==> config.mk <==
export PLATFORM = sky130hd
export DESIGN_NAME = scene_window_majority_gate_adapter
export DESIGN_NICKNAME = d
export VERILOG_FILES = /design/src/hdl/swmga_pkg.sv /design/src/hdl/swmga_dp.sv /design/src/hdl/swmga_ctrl.sv /design/src/hdl/scene_window_majority_gate_adapter.sv
export SDC_FILE = /design/constraint.sdc
export NUM_CORES = 2
export LEC_CHECK = 0
export CORE_MARGIN = 2
export CORE_UTILIZATION = 40
export CTS_CLUSTER_DIAMETER = 200
export CTS_CLUSTER_SIZE = 40
export DETAILED_ROUTE_END_ITERATION = 8
export DONT_BUFFER_PORTS = 1
export HOLD_SLACK_MARGIN = 0.06
export PLACE_DENSITY_LB_ADDON = 0.05
export SYNTH_ARGS = -nofsm -noshare
export SYNTH_HDL_FRONTEND = slang
export SYNTH_SLANG_ARGS = --single-unit
==> constraint.sdc <==
create_clock -name clk -period 16.6 [get_ports clk]
set_clock_uncertainty 0.2 [all_clocks]
set_input_delay 4.15 -clock clk [delete_from_list [all_inputs] [get_ports clk]]
set_output_delay 4.15 -clock clk [all_outputs]
set_load 0.02 [all_outputs]
==> src/hdl/swmga_pkg.sv <==
// Shared types and constants for the scene window majority gate adapter.
// Holds label codes, register indexes, reset values and controller/datapath structs.
// No dependencies.
package swmga_pkg;

    localparam int MAX_WINDOW_DEF = 64;

    localparam int LBL_W      = 3;
    localparam int NUM_LABELS = 6;
    localparam int WLEN_W     = 7;
    localparam int THR_W      = 9;
    localparam int Q16_W      = 16;
    localparam int FILL_W     = 7;
    localparam int CFG_IDX_W  = 3;
    localparam int CFG_DATA_W = 16;

    localparam logic [LBL_W-1:0] LBL_SILENCE = 3'd0;
    localparam logic [LBL_W-1:0] LBL_NOISE   = 3'd1;
    localparam logic [LBL_W-1:0] LBL_MUSIC   = 3'd2;
    localparam logic [LBL_W-1:0] LBL_UNKNOWN = 3'd5;

    // 0.33 and 0.85 in Q0.16
    localparam logic [Q16_W-1:0] Q16_033 = 16'd21627;
    localparam logic [Q16_W-1:0] Q16_085 = 16'd55706;

    localparam logic CMD_PUSH = 1'b0;
    localparam logic CMD_EVAL = 1'b1;

    typedef enum logic [CFG_IDX_W-1:0] {
        REG_ENABLE       = 3'd0,
        REG_WINDOW_LEN   = 3'd1,
        REG_DOM_THRESH   = 3'd2,
        REG_NOISE_GAIN   = 3'd3,
        REG_FLAT_TIGHT   = 3'd4,
        REG_MUSIC_SKIP   = 3'd5,
        REG_SILENCE_SKIP = 3'd6
    } cfg_reg_t;

    localparam logic              RST_ENABLE       = 1'b1;
    localparam logic [WLEN_W-1:0] RST_WINDOW_LEN   = 7'd8;
    localparam logic [THR_W-1:0]  RST_DOM_THRESH   = 9'd154;
    localparam logic [Q16_W-1:0]  RST_NOISE_GAIN   = 16'd8192;
    localparam logic [Q16_W-1:0]  RST_FLAT_TIGHT   = 16'd45875;
    localparam logic              RST_MUSIC_SKIP   = 1'b1;
    localparam logic              RST_SILENCE_SKIP = 1'b1;

    // Commands from controller to datapath
    typedef struct packed {
        logic load_in;
        logic push;
        logic drop;
        logic best;
        logic qual;
        logic load_out;
    } ctl_cmd_t;

    // Status from datapath to controller
    typedef struct packed {
        logic push_req;
        logic full;
        logic over_limit;
    } dp_sts_t;

endpackage

==> src/hdl/swmga_dp.sv <==
// Datapath of the scene window majority gate adapter: config registers, label ring,
// per-label counters, majority search, gate threshold arithmetic and output register.
// Depends on swmga_pkg.
module swmga_dp #(
    parameter int MAX_WINDOW = swmga_pkg::MAX_WINDOW_DEF
) (
    input  logic                                clk,
    input  logic                                rst_n,
    input  logic                                cfg_we,
    input  logic [swmga_pkg::CFG_IDX_W-1:0]     cfg_index,
    input  logic [swmga_pkg::CFG_DATA_W-1:0]    cfg_data,
    input  logic                                cmd,
    input  logic [swmga_pkg::LBL_W-1:0]         scene_label,
    input  logic [swmga_pkg::LBL_W-1:0]         query_scene,
    input  logic [swmga_pkg::Q16_W-1:0]         base_rms_min,
    input  logic [swmga_pkg::Q16_W-1:0]         base_rms_border,
    input  logic [swmga_pkg::Q16_W-1:0]         base_flat_max,
    input  logic [swmga_pkg::Q16_W-1:0]         base_flat_warn,
    input  swmga_pkg::ctl_cmd_t                 ctl,
    output swmga_pkg::dp_sts_t                  sts,
    output logic [swmga_pkg::LBL_W-1:0]         dominant,
    output logic [swmga_pkg::Q16_W-1:0]         out_rms_min,
    output logic [swmga_pkg::Q16_W-1:0]         out_rms_border,
    output logic [swmga_pkg::Q16_W-1:0]         out_flat_max,
    output logic [swmga_pkg::Q16_W-1:0]         out_flat_warn,
    output logic                                asr_bypass,
    output logic [swmga_pkg::FILL_W-1:0]        fill
);

    localparam int PTR_W = (MAX_WINDOW > 1) ? $clog2(MAX_WINDOW) : 1;
    localparam int OCC_W = $clog2(MAX_WINDOW + 1);
    localparam int CMP_W = (OCC_W > swmga_pkg::WLEN_W) ? OCC_W : swmga_pkg::WLEN_W;
    localparam int QW    = OCC_W + swmga_pkg::THR_W;
    localparam int L_W   = swmga_pkg::LBL_W;
    localparam int Q_W   = swmga_pkg::Q16_W;

    // configuration
    logic                             enable_reg;
    logic [swmga_pkg::WLEN_W-1:0]     wlen_reg;
    logic [swmga_pkg::THR_W-1:0]      thr_reg;
    logic [Q_W-1:0]                   gain_reg;
    logic [Q_W-1:0]                   tight_reg;
    logic                             music_skip_reg;
    logic                             silence_skip_reg;

    // window state
    logic [L_W-1:0]                   ring [MAX_WINDOW];
    logic [L_W-1:0]                   rd_lbl_reg;
    logic [PTR_W-1:0]                 oldest_reg;
    logic [PTR_W-1:0]                 wr_ptr_reg;
    logic [OCC_W-1:0]                 occ_reg;
    logic [OCC_W-1:0]                 cnt_reg [swmga_pkg::NUM_LABELS];

    // latched item
    logic                             push_req_reg;
    logic [L_W-1:0]                   lbl_reg;
    logic [L_W-1:0]                   query_reg;
    logic [Q_W-1:0]                   rms_min_reg;
    logic [Q_W-1:0]                   rms_border_reg;
    logic [Q_W-1:0]                   flat_max_reg;
    logic [Q_W-1:0]                   flat_warn_reg;

    // evaluation pipeline
    logic [L_W-1:0]                   best_lbl_reg;
    logic [OCC_W-1:0]                 best_n_reg;
    logic [2*Q_W-1:0]                 rms_prod_reg;
    logic [2*Q_W-1:0]                 warn_prod_reg;
    logic [L_W-1:0]                   dom_reg;
    logic [Q_W-1:0]                   rms_sat_reg;

    // output register
    logic [L_W-1:0]                   dominant_reg;
    logic [Q_W-1:0]                   out_rms_min_reg;
    logic [Q_W-1:0]                   out_rms_border_reg;
    logic [Q_W-1:0]                   out_flat_max_reg;
    logic [Q_W-1:0]                   out_flat_warn_reg;
    logic                             skip_reg;
    logic [swmga_pkg::FILL_W-1:0]     fill_reg;

    logic [L_W-1:0]                   lbl_clean;
    logic [CMP_W-1:0]                 limit;
    logic [CMP_W-1:0]                 wlen_ext;
    logic [CMP_W-1:0]                 max_ext;
    logic [L_W-1:0]                   srch_lbl;
    logic [OCC_W-1:0]                 srch_n;
    logic [QW-1:0]                    qual_lhs;
    logic [QW-1:0]                    qual_rhs;
    logic [2*Q_W-1:0]                 border_prod;
    logic                             adapt;
    logic                             tighten;

    // map the unused codes 6 and 7 to unknown
    assign lbl_clean = (scene_label >= L_W'(swmga_pkg::NUM_LABELS))
                       ? swmga_pkg::LBL_UNKNOWN : scene_label;

    assign wlen_ext = CMP_W'(wlen_reg);
    assign max_ext  = CMP_W'(MAX_WINDOW);
    assign limit    = (wlen_ext > max_ext) ? max_ext : wlen_ext;

    assign sts.push_req   = push_req_reg;
    assign sts.full       = (occ_reg == OCC_W'(MAX_WINDOW));
    assign sts.over_limit = (CMP_W'(occ_reg) > limit);

    function automatic logic [PTR_W-1:0] ptr_inc(input logic [PTR_W-1:0] p);
        logic [PTR_W-1:0] r;
        if (p == PTR_W'(MAX_WINDOW - 1))
        begin
            r = '0;
        end
        else
        begin
            r = p + PTR_W'(1);
        end
        return r;
    endfunction

    // configuration writes
    always_ff @(posedge clk or negedge rst_n)
    begin
        if (!rst_n)
        begin
            enable_reg       <= swmga_pkg::RST_ENABLE;
            wlen_reg         <= swmga_pkg::RST_WINDOW_LEN;
            thr_reg          <= swmga_pkg::RST_DOM_THRESH;
            gain_reg         <= swmga_pkg::RST_NOISE_GAIN;
            tight_reg        <= swmga_pkg::RST_FLAT_TIGHT;
            music_skip_reg   <= swmga_pkg::RST_MUSIC_SKIP;
            silence_skip_reg <= swmga_pkg::RST_SILENCE_SKIP;
        end
        else if (cfg_we)
        begin
            unique case (cfg_index)
                swmga_pkg::REG_ENABLE:       enable_reg       <= cfg_data[0];
                swmga_pkg::REG_WINDOW_LEN:   wlen_reg         <= cfg_data[swmga_pkg::WLEN_W-1:0];
                swmga_pkg::REG_DOM_THRESH:   thr_reg          <= cfg_data[swmga_pkg::THR_W-1:0];
                swmga_pkg::REG_NOISE_GAIN:   gain_reg         <= cfg_data;
                swmga_pkg::REG_FLAT_TIGHT:   tight_reg        <= cfg_data;
                swmga_pkg::REG_MUSIC_SKIP:   music_skip_reg   <= cfg_data[0];
                swmga_pkg::REG_SILENCE_SKIP: silence_skip_reg <= cfg_data[0];
                default:
                begin
                end
            endcase
        end
    end

    // label ring: one write port, one registered read at the oldest slot
    always_ff @(posedge clk)
    begin
        if (ctl.push)
        begin
            ring[wr_ptr_reg] <= lbl_reg;
        end
        rd_lbl_reg <= ring[oldest_reg];
    end

    // window pointers and fill
    always_ff @(posedge clk or negedge rst_n)
    begin
        if (!rst_n)
        begin
            oldest_reg <= '0;
            wr_ptr_reg <= '0;
            occ_reg    <= '0;
        end
        else if (ctl.push)
        begin
            wr_ptr_reg <= ptr_inc(wr_ptr_reg);
            occ_reg    <= occ_reg + OCC_W'(1);
        end
        else if (ctl.drop && (occ_reg != '0))
        begin
            oldest_reg <= ptr_inc(oldest_reg);
            occ_reg    <= occ_reg - OCC_W'(1);
        end
    end

    always_ff @(posedge clk or negedge rst_n)
    begin
        if (!rst_n)
        begin
            for (int i = 0; i < swmga_pkg::NUM_LABELS; i++)
            begin
                cnt_reg[i] <= '0;
            end
        end
        else
        begin
            for (int i = 0; i < swmga_pkg::NUM_LABELS; i++)
            begin
                if (ctl.push && (lbl_reg == L_W'(i)))
                begin
                    cnt_reg[i] <= cnt_reg[i] + OCC_W'(1);
                end
                else if (ctl.drop && (occ_reg != '0) && (rd_lbl_reg == L_W'(i))
                         && (cnt_reg[i] != '0))
                begin
                    cnt_reg[i] <= cnt_reg[i] - OCC_W'(1);
                end
            end
        end
    end

    always_ff @(posedge clk or negedge rst_n)
    begin
        if (!rst_n)
        begin
            push_req_reg <= 1'b0;
        end
        else if (ctl.load_in)
        begin
            push_req_reg <= (cmd == swmga_pkg::CMD_PUSH);
        end
    end

    always_ff @(posedge clk)
    begin
        if (ctl.load_in)
        begin
            lbl_reg        <= lbl_clean;
            query_reg      <= query_scene;
            rms_min_reg    <= base_rms_min;
            rms_border_reg <= base_rms_border;
            flat_max_reg   <= base_flat_max;
            flat_warn_reg  <= base_flat_warn;
        end
    end

    // most frequent label, ties to the lower code
    always_comb
    begin
        srch_lbl = swmga_pkg::LBL_UNKNOWN;
        srch_n   = '0;
        for (int i = 0; i < swmga_pkg::NUM_LABELS; i++)
        begin
            if (cnt_reg[i] > srch_n)
            begin
                srch_n   = cnt_reg[i];
                srch_lbl = L_W'(i);
            end
        end
    end

    assign qual_lhs = QW'({best_n_reg, 8'h00});
    assign qual_rhs = QW'(thr_reg) * QW'(occ_reg);

    always_ff @(posedge clk)
    begin
        if (ctl.best)
        begin
            best_lbl_reg  <= srch_lbl;
            best_n_reg    <= srch_n;
            rms_prod_reg  <= rms_min_reg * gain_reg;
            warn_prod_reg <= tight_reg * swmga_pkg::Q16_085;
        end
        if (ctl.qual)
        begin
            if ((occ_reg != '0) && (qual_lhs >= qual_rhs))
            begin
                dom_reg <= best_lbl_reg;
            end
            else
            begin
                dom_reg <= swmga_pkg::LBL_UNKNOWN;
            end
            // Q4.12 gain: drop 12 fraction bits, saturate at full scale
            if (rms_prod_reg[2*Q_W-1:Q_W+12] != '0)
            begin
                rms_sat_reg <= '1;
            end
            else
            begin
                rms_sat_reg <= rms_prod_reg[Q_W+11:12];
            end
        end
    end

    assign border_prod = rms_sat_reg * swmga_pkg::Q16_033;
    assign adapt       = enable_reg && (occ_reg != '0) && (dom_reg == swmga_pkg::LBL_NOISE);
    assign tighten     = adapt && (tight_reg < flat_max_reg);

    always_ff @(posedge clk)
    begin
        if (ctl.load_out)
        begin
            dominant_reg       <= dom_reg;
            out_rms_min_reg    <= adapt ? rms_sat_reg : rms_min_reg;
            out_rms_border_reg <= adapt ? border_prod[2*Q_W-1:Q_W] : rms_border_reg;
            out_flat_max_reg   <= tighten ? tight_reg : flat_max_reg;
            out_flat_warn_reg  <= tighten ? warn_prod_reg[2*Q_W-1:Q_W] : flat_warn_reg;
            skip_reg           <= enable_reg
                                  && ((music_skip_reg && (query_reg == swmga_pkg::LBL_MUSIC))
                                  || (silence_skip_reg && (query_reg == swmga_pkg::LBL_SILENCE)));
            fill_reg           <= swmga_pkg::FILL_W'(occ_reg);
        end
    end

    assign dominant       = dominant_reg;
    assign out_rms_min    = out_rms_min_reg;
    assign out_rms_border = out_rms_border_reg;
    assign out_flat_max   = out_flat_max_reg;
    assign out_flat_warn  = out_flat_warn_reg;
    assign asr_bypass     = skip_reg;
    assign fill           = fill_reg;

endmodule

==> src/hdl/swmga_ctrl.sv <==
// Controller of the scene window majority gate adapter: sequences push, drop,
// evaluation and output load, and owns the input stall and output valid.
// Depends on swmga_pkg.
module swmga_ctrl (
    input  logic                clk,
    input  logic                rst_n,
    input  logic                in_valid,
    output logic                in_stall,
    output logic                out_valid,
    input  logic                out_stall,
    input  swmga_pkg::dp_sts_t  sts,
    output swmga_pkg::ctl_cmd_t ctl
);

    typedef enum logic [9:0] {
        S_IDLE      = 10'b00_0000_0001,
        S_START     = 10'b00_0000_0010,
        S_PRE_RD    = 10'b00_0000_0100,
        S_PRE_DROP  = 10'b00_0000_1000,
        S_CHK       = 10'b00_0001_0000,
        S_TRIM_RD   = 10'b00_0010_0000,
        S_TRIM_DROP = 10'b00_0100_0000,
        S_BEST      = 10'b00_1000_0000,
        S_QUAL      = 10'b01_0000_0000,
        S_OUT       = 10'b10_0000_0000
    } state_t;

    state_t state_reg;
    state_t state_next;
    logic   out_valid_reg;
    logic   out_valid_next;
    logic   out_free;

    assign out_free = !(out_valid_reg && out_stall);

    always_comb
    begin
        state_next = state_reg;
        ctl        = '0;
        unique case (state_reg)
            S_IDLE:
            begin
                if (in_valid)
                begin
                    ctl.load_in = 1'b1;
                    state_next  = S_START;
                end
            end
            S_START:
            begin
                if (!sts.push_req)
                begin
                    state_next = S_BEST;
                end
                else if (sts.full)
                begin
                    state_next = S_PRE_RD;
                end
                else
                begin
                    ctl.push   = 1'b1;
                    state_next = S_CHK;
                end
            end
            S_PRE_RD:
            begin
                state_next = S_PRE_DROP;
            end
            S_PRE_DROP:
            begin
                ctl.drop   = 1'b1;
                state_next = S_START;
            end
            S_CHK:
            begin
                state_next = sts.over_limit ? S_TRIM_RD : S_BEST;
            end
            S_TRIM_RD:
            begin
                state_next = S_TRIM_DROP;
            end
            S_TRIM_DROP:
            begin
                ctl.drop   = 1'b1;
                state_next = S_CHK;
            end
            S_BEST:
            begin
                ctl.best   = 1'b1;
                state_next = S_QUAL;
            end
            S_QUAL:
            begin
                ctl.qual   = 1'b1;
                state_next = S_OUT;
            end
            S_OUT:
            begin
                if (out_free)
                begin
                    ctl.load_out = 1'b1;
                    state_next   = S_IDLE;
                end
            end
            default:
            begin
                state_next = S_IDLE;
            end
        endcase
    end

    always_comb
    begin
        if (ctl.load_out)
        begin
            out_valid_next = 1'b1;
        end
        else if (out_valid_reg && !out_stall)
        begin
            out_valid_next = 1'b0;
        end
        else
        begin
            out_valid_next = out_valid_reg;
        end
    end

    always_ff @(posedge clk or negedge rst_n)
    begin
        if (!rst_n)
        begin
            state_reg     <= S_IDLE;
            out_valid_reg <= 1'b0;
        end
        else
        begin
            state_reg     <= state_next;
            out_valid_reg <= out_valid_next;
        end
    end

    assign in_stall  = (state_reg != S_IDLE);
    assign out_valid = out_valid_reg;

endmodule

==> src/hdl/scene_window_majority_gate_adapter.sv <==
// Scene window majority gate adapter, top level. Depends on swmga_pkg, swmga_ctrl, swmga_dp.
// An evaluate-only item walks start, best, qualify and output load. A push adds the check
// state, each trim drop adds a read and a drop state, and a push into a full ring first
// passes the pre-read and pre-drop states. The sequencer takes no new beat until the last
// one's output load, and the single ring read port allows one drop per read.
// Reset: rst_n empties the window, clears the counters and reloads the config defaults.
module scene_window_majority_gate_adapter #(
    parameter int MAX_WINDOW = swmga_pkg::MAX_WINDOW_DEF
) (
    input  logic                                clk,
    input  logic                                rst_n,
    // configuration write channel
    input  logic                                cfg_valid,
    output logic                                cfg_ready,
    input  logic [swmga_pkg::CFG_IDX_W-1:0]     cfg_index,
    input  logic [swmga_pkg::CFG_DATA_W-1:0]    cfg_data,
    // input channel
    input  logic                                in_valid,
    output logic                                in_stall,
    input  logic                                cmd,
    input  logic [swmga_pkg::LBL_W-1:0]         scene_label,
    input  logic [swmga_pkg::LBL_W-1:0]         query_scene,
    input  logic [swmga_pkg::Q16_W-1:0]         base_rms_min,
    input  logic [swmga_pkg::Q16_W-1:0]         base_rms_border,
    input  logic [swmga_pkg::Q16_W-1:0]         base_flat_max,
    input  logic [swmga_pkg::Q16_W-1:0]         base_flat_warn,
    // output channel
    output logic                                out_valid,
    input  logic                                out_stall,
    output logic [swmga_pkg::LBL_W-1:0]         dominant,
    output logic [swmga_pkg::Q16_W-1:0]         out_rms_min,
    output logic [swmga_pkg::Q16_W-1:0]         out_rms_border,
    output logic [swmga_pkg::Q16_W-1:0]         out_flat_max,
    output logic [swmga_pkg::Q16_W-1:0]         out_flat_warn,
    output logic                                asr_bypass,
    output logic [swmga_pkg::FILL_W-1:0]        fill
);

    swmga_pkg::ctl_cmd_t ctl;
    swmga_pkg::dp_sts_t  sts;

    // Config writes land directly in the config registers, so never hold off a config beat.
    assign cfg_ready = 1'b1;

    // Controller: walks push, pre-drop and trim drops, then the three evaluate steps
    // (search, qualify, load). Hold the next input beat until the output load is done;
    // the output register lets the next beat enter while a result still waits.
    swmga_ctrl u_ctrl (
        .clk       (clk),
        .rst_n     (rst_n),
        .in_valid  (in_valid),
        .in_stall  (in_stall),
        .out_valid (out_valid),
        .out_stall (out_stall),
        .sts       (sts),
        .ctl       (ctl)
    );

    // Datapath: ring of labels with one write and one registered read per cycle,
    // one counter per label, majority search and threshold multiplies, each
    // multiply registered before the next.
    swmga_dp #(
        .MAX_WINDOW (MAX_WINDOW)
    ) u_dp (
        .clk             (clk),
        .rst_n           (rst_n),
        .cfg_we          (cfg_valid && cfg_ready),
        .cfg_index       (cfg_index),
        .cfg_data        (cfg_data),
        .cmd             (cmd),
        .scene_label     (scene_label),
        .query_scene     (query_scene),
        .base_rms_min    (base_rms_min),
        .base_rms_border (base_rms_border),
        .base_flat_max   (base_flat_max),
        .base_flat_warn  (base_flat_warn),
        .ctl             (ctl),
        .sts             (sts),
        .dominant        (dominant),
        .out_rms_min     (out_rms_min),
        .out_rms_border  (out_rms_border),
        .out_flat_max    (out_flat_max),
        .out_flat_warn   (out_flat_warn),
        .asr_bypass      (asr_bypass),
        .fill            (fill)
    );

endmodule

* After elaboration in Yosys (flattened, before gate mapping)
Memories as Yosys holds them, arrays and structs flattened. A register that Yosys moved wholly into a read port is not among the register bits. Index checks and enable logic that the tools add are counted.
Operators by class: $add $sub $neg 16, multiply operators 4, $lt $le $gt $ge 11, eq/ne operators 34, muxes and demuxes 52, bitwise gates (word level) 2, reduce and logical (&&, ||, !) cells 61
Operators with widths (count):
- $mux W7 | 21
- $pmux W10 S10 | 1
- $mul A16 B15 Y31 const B | 2
- $add A7 B1 Y7 const B | 7
- $reduce_bool A7 Y1 | 7
- $sub A7 B1 Y7 const B | 7
- $mux W16 | 3
- $gt A7 B7 Y1 | 6
- $mul A16 B16 Y32 | 1
- $logic_and A1 B1 Y1 | 28
- $eq A3 B2 Y1 const B | 7
- $eq A3 B3 Y1 const B | 7
- $mux W10 | 2
- $reduce_and A2 Y1 | 9
- $ge A15 B16 Y1 | 1
- $lt A16 B16 Y1 | 1
- $mul A9 B7 Y16 | 1
- $mux W8 | 2
- $reduce_bool A2 Y1 | 8
- $mux W1 | 15
- $mux W15 | 1
- $add A6 B1 Y6 const B | 2
- $eq A3 B1 Y1 const B | 4
- $eq A6 B6 Y1 const B | 2
- 25 further kinds | 35
Word-level totals: bits in registers 361, RAM bits 192, bits of input ports 95, output and inout port bits 78, logic and storage cells 221, memories kept 1
Memory list:
- u_dp.ring | words 64, width 3, read ports 1, clocked after memory_dff 1, write ports 1, line swmga_dp.sv:47 | logic [L_W-1:0] ring [MAX_WINDOW];

* Logic depth before layout (Yosys ltp)
depth in word-level cells 12, mapped depth 43

* Hierarchy
Synthesis repeated with hierarchy kept, for this count alone.
Second synthesis, totals: cells, all modules 3624, area total of the unflattened synthesis 42204.2 sq um
Modules (own cells, without submodules):
- swmga_dp | times used 1, cells each 3554, area each 41522.3 sq um, seq. area each 14981.9 sq um
- swmga_ctrl | times used 1, cells each 68, area each 670.6 sq um, seq. area each 276.5 sq um
- scene_window_majority_gate_adapter | times used 1, cells each 2, area each 11.3 sq um, seq. area each 0.0 sq um

* Worst setup path before layout
No wires, ideal clock.
path kind register to register, start point register u_dp.cnt_reg[36] (netlist bit), end point register u_dp.best_n_reg[1] (data pin), library setup time 0.262 ns, arrival time 8.263 ns, data required time 16.138 ns, path slack 7.875 ns, stages on the path, launching flop included 43, path buffers 3, clock period less this slack 8.725 ns, cells stage by stage dfrtp_1 -> inv_1 -> ha_1 -> nor2b_1 -> o21ai_0 -> a21oi_1 -> o31ai_4 -> mux2_2 -> ha_1 -> nor2b_1 -> o21a_1 -> o21ai_0 -> a21o_1 -> and2_1 -> o21ai_0 -> o21ai_0 -> ha_1 -> nor2b_1 -> [7 not listed] -> nand2_1 -> and2_1 -> ha_1 -> a21o_1 -> a21o_1 -> a221oi_1 -> a41o_1 -> buf_1 -> nor2_1 -> a31o_2 -> ha_1 -> a21o_1 -> a21o_1 -> a211oi_1 -> o21bai_1 -> nand2_1 -> a221oi_1 -> nor2_1
Between the ends: longest elaborated chain between the ends 12
Ends and longest elaborated chain:
- start, declared | line swmga_dp.sv:52 | logic [OCC_W-1:0] cnt_reg [swmga_pkg::NUM_LABELS];
- start signal, assigned by index | line swmga_dp.sv:193 | cnt_reg[i] <= cnt_reg[i] + OCC_W'(1);
- start signal, assigned by index | line swmga_dp.sv:198 | cnt_reg[i] <= cnt_reg[i] - OCC_W'(1);
- $gt A7 B1 Y1 | line swmga_dp.sv:236 | if (cnt_reg[i] > srch_n)
- $mux W7 * | line swmga_dp.sv:236
- $gt A7 B7 Y1 | line swmga_dp.sv:236
- $mux W7 * | line swmga_dp.sv:236
- $gt A7 B7 Y1 | line swmga_dp.sv:236
- $mux W7 * | line swmga_dp.sv:236
- $gt A7 B7 Y1 | line swmga_dp.sv:236
- $mux W7 * | line swmga_dp.sv:236
- $gt A7 B7 Y1 | line swmga_dp.sv:236
- $mux W7 * | line swmga_dp.sv:236
- $gt A7 B7 Y1 | line swmga_dp.sv:236
- $mux W7 * | line swmga_dp.sv:236
- via u_dp.srch_n[1] | line swmga_dp.sv:85 | logic [OCC_W-1:0] srch_n;
- end signal, assigned | line swmga_dp.sv:252 | best_n_reg <= srch_n;
- end, declared | line swmga_dp.sv:65 | logic [OCC_W-1:0] best_n_reg;
Mark *: on every way through the listed nets, which the timed path passes. The rest lies on a longest branch. A chain may end at the register's enable or synchronous reset.

* Worst setup path in the final report
start point register u_dp.cnt_reg[36] (netlist bit), end point register u_dp.best_n_reg[2] (data pin)
Same word-level chain as after synthesis.

==> results by stage <==
Worst setup path:
- The timing startpoint of the critical path is u_dp.cnt_reg[36].
- The slowest stage cell on the critical path is sky130_fd_sc_hd__o31ai_1.
- The reg-to-reg startpoint is u_dp.cnt_reg[36].
- Along the worst path, the maximum fanout reaches 14.
- The required time of the critical path is 16.77 ns.
- The largest incremental delay on the critical path is 0.65 ns.
- STA classifies the critical path endpoint as a flip-flop.
- The critical path is of the flip-flop to flip-flop type.
- At the worst endpoint, the arrival time is 10.51 ns.
- The most prevalent standard cell on the critical path is sky130_fd_sc_hd__o21ai_0.
- The startpoint type of the worst setup path is a flip-flop.

Synthesis:
- For this run, the leading register cell type out of synthesis is sky130_fd_sc_hd__edfxtp_1.
- The share of the synthesized area in the top cell type is 28.6%.
- In the post-synthesis netlist, the biggest area contributors are sky130_fd_sc_hd__edfxtp_1 29%, sky130_fd_sc_hd__fa_1 19%, sky130_fd_sc_hd__ha_1 15%.
- The number of synthesis warnings is 0.
- The dominant cell type by area after synthesis is sky130_fd_sc_hd__edfxtp_1.
- In this run, synthesis inferred 402 flip-flops with an integrated enable.
- The count of mapped cells out of synthesis is 3620.
- The xor/xnor cell area share of the yosys netlist is 2.38%.
- In the synthesized netlist the async set-or-reset flop fraction comes to 23.4%.
- After synthesis, the netlist uses 81 different library cells.
- The simple-gate area share of the yosys netlist is 8.95%.
- Summing the areas of all compound-gate instances in the mapped netlist gives 6.13% of the synthesized area.
- The net count after synthesis is 4608.
- The sequential cell area fraction in the yosys report is 36.1%.
- The synthesized netlist occupies a cell area of 0.0423 mm2.
- The register bit count reported by yosys is 529.
- By area, the combinational part of the netlist is dominated by adder cells.
- The fraction of synthesized area in multiplexers is 6.22%.
- Averaged over all synthesized cells, the footprint is 11.7 um2.
- After Yosys synthesis, full adders, half adders and majority gates account for 33.6% of the synthesized area.

Clock tree:
- The post-CTS repair timing setup buffer count is 0.
- The clock tree buffer depth is 3.
- After clock tree synthesis, the clock-pin slew on the worst setup and hold paths is 0.17 ns.
- Clock tree synthesis selected as its root buffer the cell sky130_fd_sc_hd__clkbuf_16.
- The number of clock sinks is 529.
- The TritonCTS clock tree is yes.
- The number of hold-repair buffers added at the cts stage is 0.
- In this run, post-CTS repair resized a total of 0 instances.
- The number of CTS-inserted buffers is 17.
- The clock latency reported for the late side of the worst-skew pair is 0.62 ns.
- The number of H-tree levels is 1.

Global route:
- Global routing used 20.2% of the available tracks.
- The via count of the first global-routing pass was 28300.
- The global-route wire length before repair is 168000 um.
- The number of antenna violations at the first check in global routing is 3.
- The remaining global-route overflow is 0.
- Entering global routing, the biggest net connects 125 pins.

STA:
- The final cycle utilization of the critical path is 62.3%.
- The final hold violation count came to 0.
- For the finished layout, the period the worst path requires is 10.34 ns.
- The setup TNS after final layout is 0 ns.
- The number of failing setup endpoints in the final timing report is 0.
- The number of pins with negative max-slew slack in the final report is 0.
- At the pin with the least slew margin, the transition time is 1.23 ns.
- The achievable frequency is 0.0967 GHz.
- Setup repair after global routing left no endpoint under its margin.
- In this run the tightest slew margin relative to its limit is 18.1%.

Floorplan:
- The core area is 0.105 mm2.
- The number of ports placed on the die boundary is 173.
- The width of the chip is 329 um.
- The starting density of the core is 40.2%.
- The floorplan step defined a die boundary enclosing 0.108 mm2.
- The die is 329 um tall.
- The initialized floorplan defines 119 standard-cell rows.

Detailed routing:
- For this run, design rule violations remaining after detail routing come to 0.
- After the first detailed-routing iteration, the DRC count stood at 1563.
- The total number of vias is 25800.
- The via count normalized by instance count is 5.19.
- The first detailed-routing pass ran for 5 iterations.
- After detailed routing, the average wire length per cell comes to 21.6 um.
- The count of nets left with antenna violations after detail routing is 0.
- The wire length reported by the detailed router is 107000 um.

Placement:
- The congestion estimate from routability-driven global placement came to 0.850.
- Including well taps, the total number of placed cells is 4946.
- The detailed-placement wirelength estimate is 81700 um.
- The number of buffers inserted by port buffering is 0.

Hold path:
- The hold path startpoint is u_dp.oldest_reg[5].
- The classification of the worst-slack hold path is flip-flop to flip-flop.

Finish:
- The fraction of layout instances using a drive strength above 1 is 7.34%.
- The top cell types in the final layout, fill and taps aside, are 650 x sky130_fd_sc_hd__inv_1, 491 x sky130_fd_sc_hd__ha_1, 402 x sky130_fd_sc_hd__fa_1, 402 x sky130_fd_sc_hd__edfxtp_1, 301 x sky130_fd_sc_hd__nand2_1.
- The register with the most flip-flops in the layout has 192 of them.
- After filler insertion, the fill cell instance count of the layout stands at 10000.
- At the end of the flow, the number of nets in the layout was 4562.
- Leaving out fill and tap cells, the most frequent cell in the layout is sky130_fd_sc_hd__inv_1.
- The finished layout holds 4977 standard cells, fillers aside.
- The area growth from synthesis to layout is 5.09%.

Run:
- Across the run, the number of max-cap violations was 0.

Outcome:
- The flow ran to the end, and the final reports show no timing, DRC or antenna violations.
worst paths after layout:
kind	endpoint	depth (start not counted)	slack, ns
worst min-delay path	u_dp.oldest_reg[0]	1	0.30
min in group asynchronous	u_dp.thr_reg[0]	0	3.01
worst max register to register	u_dp.best_n_reg[2]	40	6.26
max in group asynchronous	u_ctrl.state_reg[0]	0	12.91
worst min register to register	u_dp.oldest_reg[0]	1	0.30
worst max-delay path	u_dp.best_n_reg[2]	40	6.26
metrics by stage:
stage	worst slack [ns]	utilization, %	area (um2)	hold slack [ns]
2_1_floorplan	7.87	-	42300	0.218
3_3_place_gp	6.68	41.8	43900	0.275
3_5_place_dp	6.39	41.8	43900	0.282
4_1_cts	6.36	42.3	44400	0.300
5_1_grt	5.53	42.3	44400	0.315
6_report	6.26	42.3	44400	0.302
Yosys cell counts (18+ instances only):
| cell | count |
|---|---|
| sky130_fd_sc_hd__a21o_1 | 51 |
| sky130_fd_sc_hd__o21bai_1 | 26 |
| sky130_fd_sc_hd__mux2_2 | 92 |
| sky130_fd_sc_hd__nand2_1 | 301 |
| sky130_fd_sc_hd__fa_1 | 402 |
| sky130_fd_sc_hd__xnor2_1 | 80 |
| sky130_fd_sc_hd__o21ai_0 | 97 |
| sky130_fd_sc_hd__clkbuf_1 | 76 |
| sky130_fd_sc_hd__dfstp_2 | 19 |
| sky130_fd_sc_hd__nand3_1 | 21 |
| sky130_fd_sc_hd__nand4_1 | 18 |
| sky130_fd_sc_hd__inv_1 | 651 |
| sky130_fd_sc_hd__mux4_2 | 63 |
| sky130_fd_sc_hd__nand2b_1 | 33 |
| sky130_fd_sc_hd__and2_1 | 149 |
| sky130_fd_sc_hd__xor2_1 | 35 |
| sky130_fd_sc_hd__dfrtp_1 | 105 |
| sky130_fd_sc_hd__a21oi_1 | 113 |
| sky130_fd_sc_hd__nor3_1 | 22 |
| sky130_fd_sc_hd__ha_1 | 491 |
| sky130_fd_sc_hd__edfxtp_1 | 402 |
| sky130_fd_sc_hd__nor2_1 | 124 |
layer usage:
layer	wire [um]	global-route usage (%)	share of wire [%]	up-vias
met4	1820	3.58	1.7	0
li1	-	-	-	12000
met5	0	0	0	-
met1	47000	26.4	44	13300
met2	55700	36.9	52	378
met3	2820	1.35	2.6	65
critical path, delay by kind of cell (launching register included):
family	cells	cell delay (ns)
DFF	1	0.48
buffers and inverters	1	0.11
and+or+nand+nor	13	2.27
muxes	1	0.40
adders and majority gates	5	1.50
AOI/OAI and AO/OA	20	5.10
area by class of cell:
type	count	area, um2	share of cell area (%)
Clock inverter	4	52.6	0.118
Clock buffer	26	459	1.03
Timing Repair Buffer	29	218	0.490
Antenna cell	1	2.50	0.00563
Inverter	651	2450	5.51
Tap cell	1391	1740	3.92
Sequential cell	529	15300	34.3
Multi-Input combinational cell	2346	24300	54.6
cells by family after synthesis:
family / Yosys count
xor gates and xnor gates: 115
buffers and inverters: 745
and+or+nand+nor: 767
DFF: 529
AOI/OAI and AO/OA: 398
adders and majority gates: 893
other: 1
muxes: 172
Power is left out: the tool's default activity adds up to more than one toggle a clock period on the data nets, which glitch-free logic cannot reach.
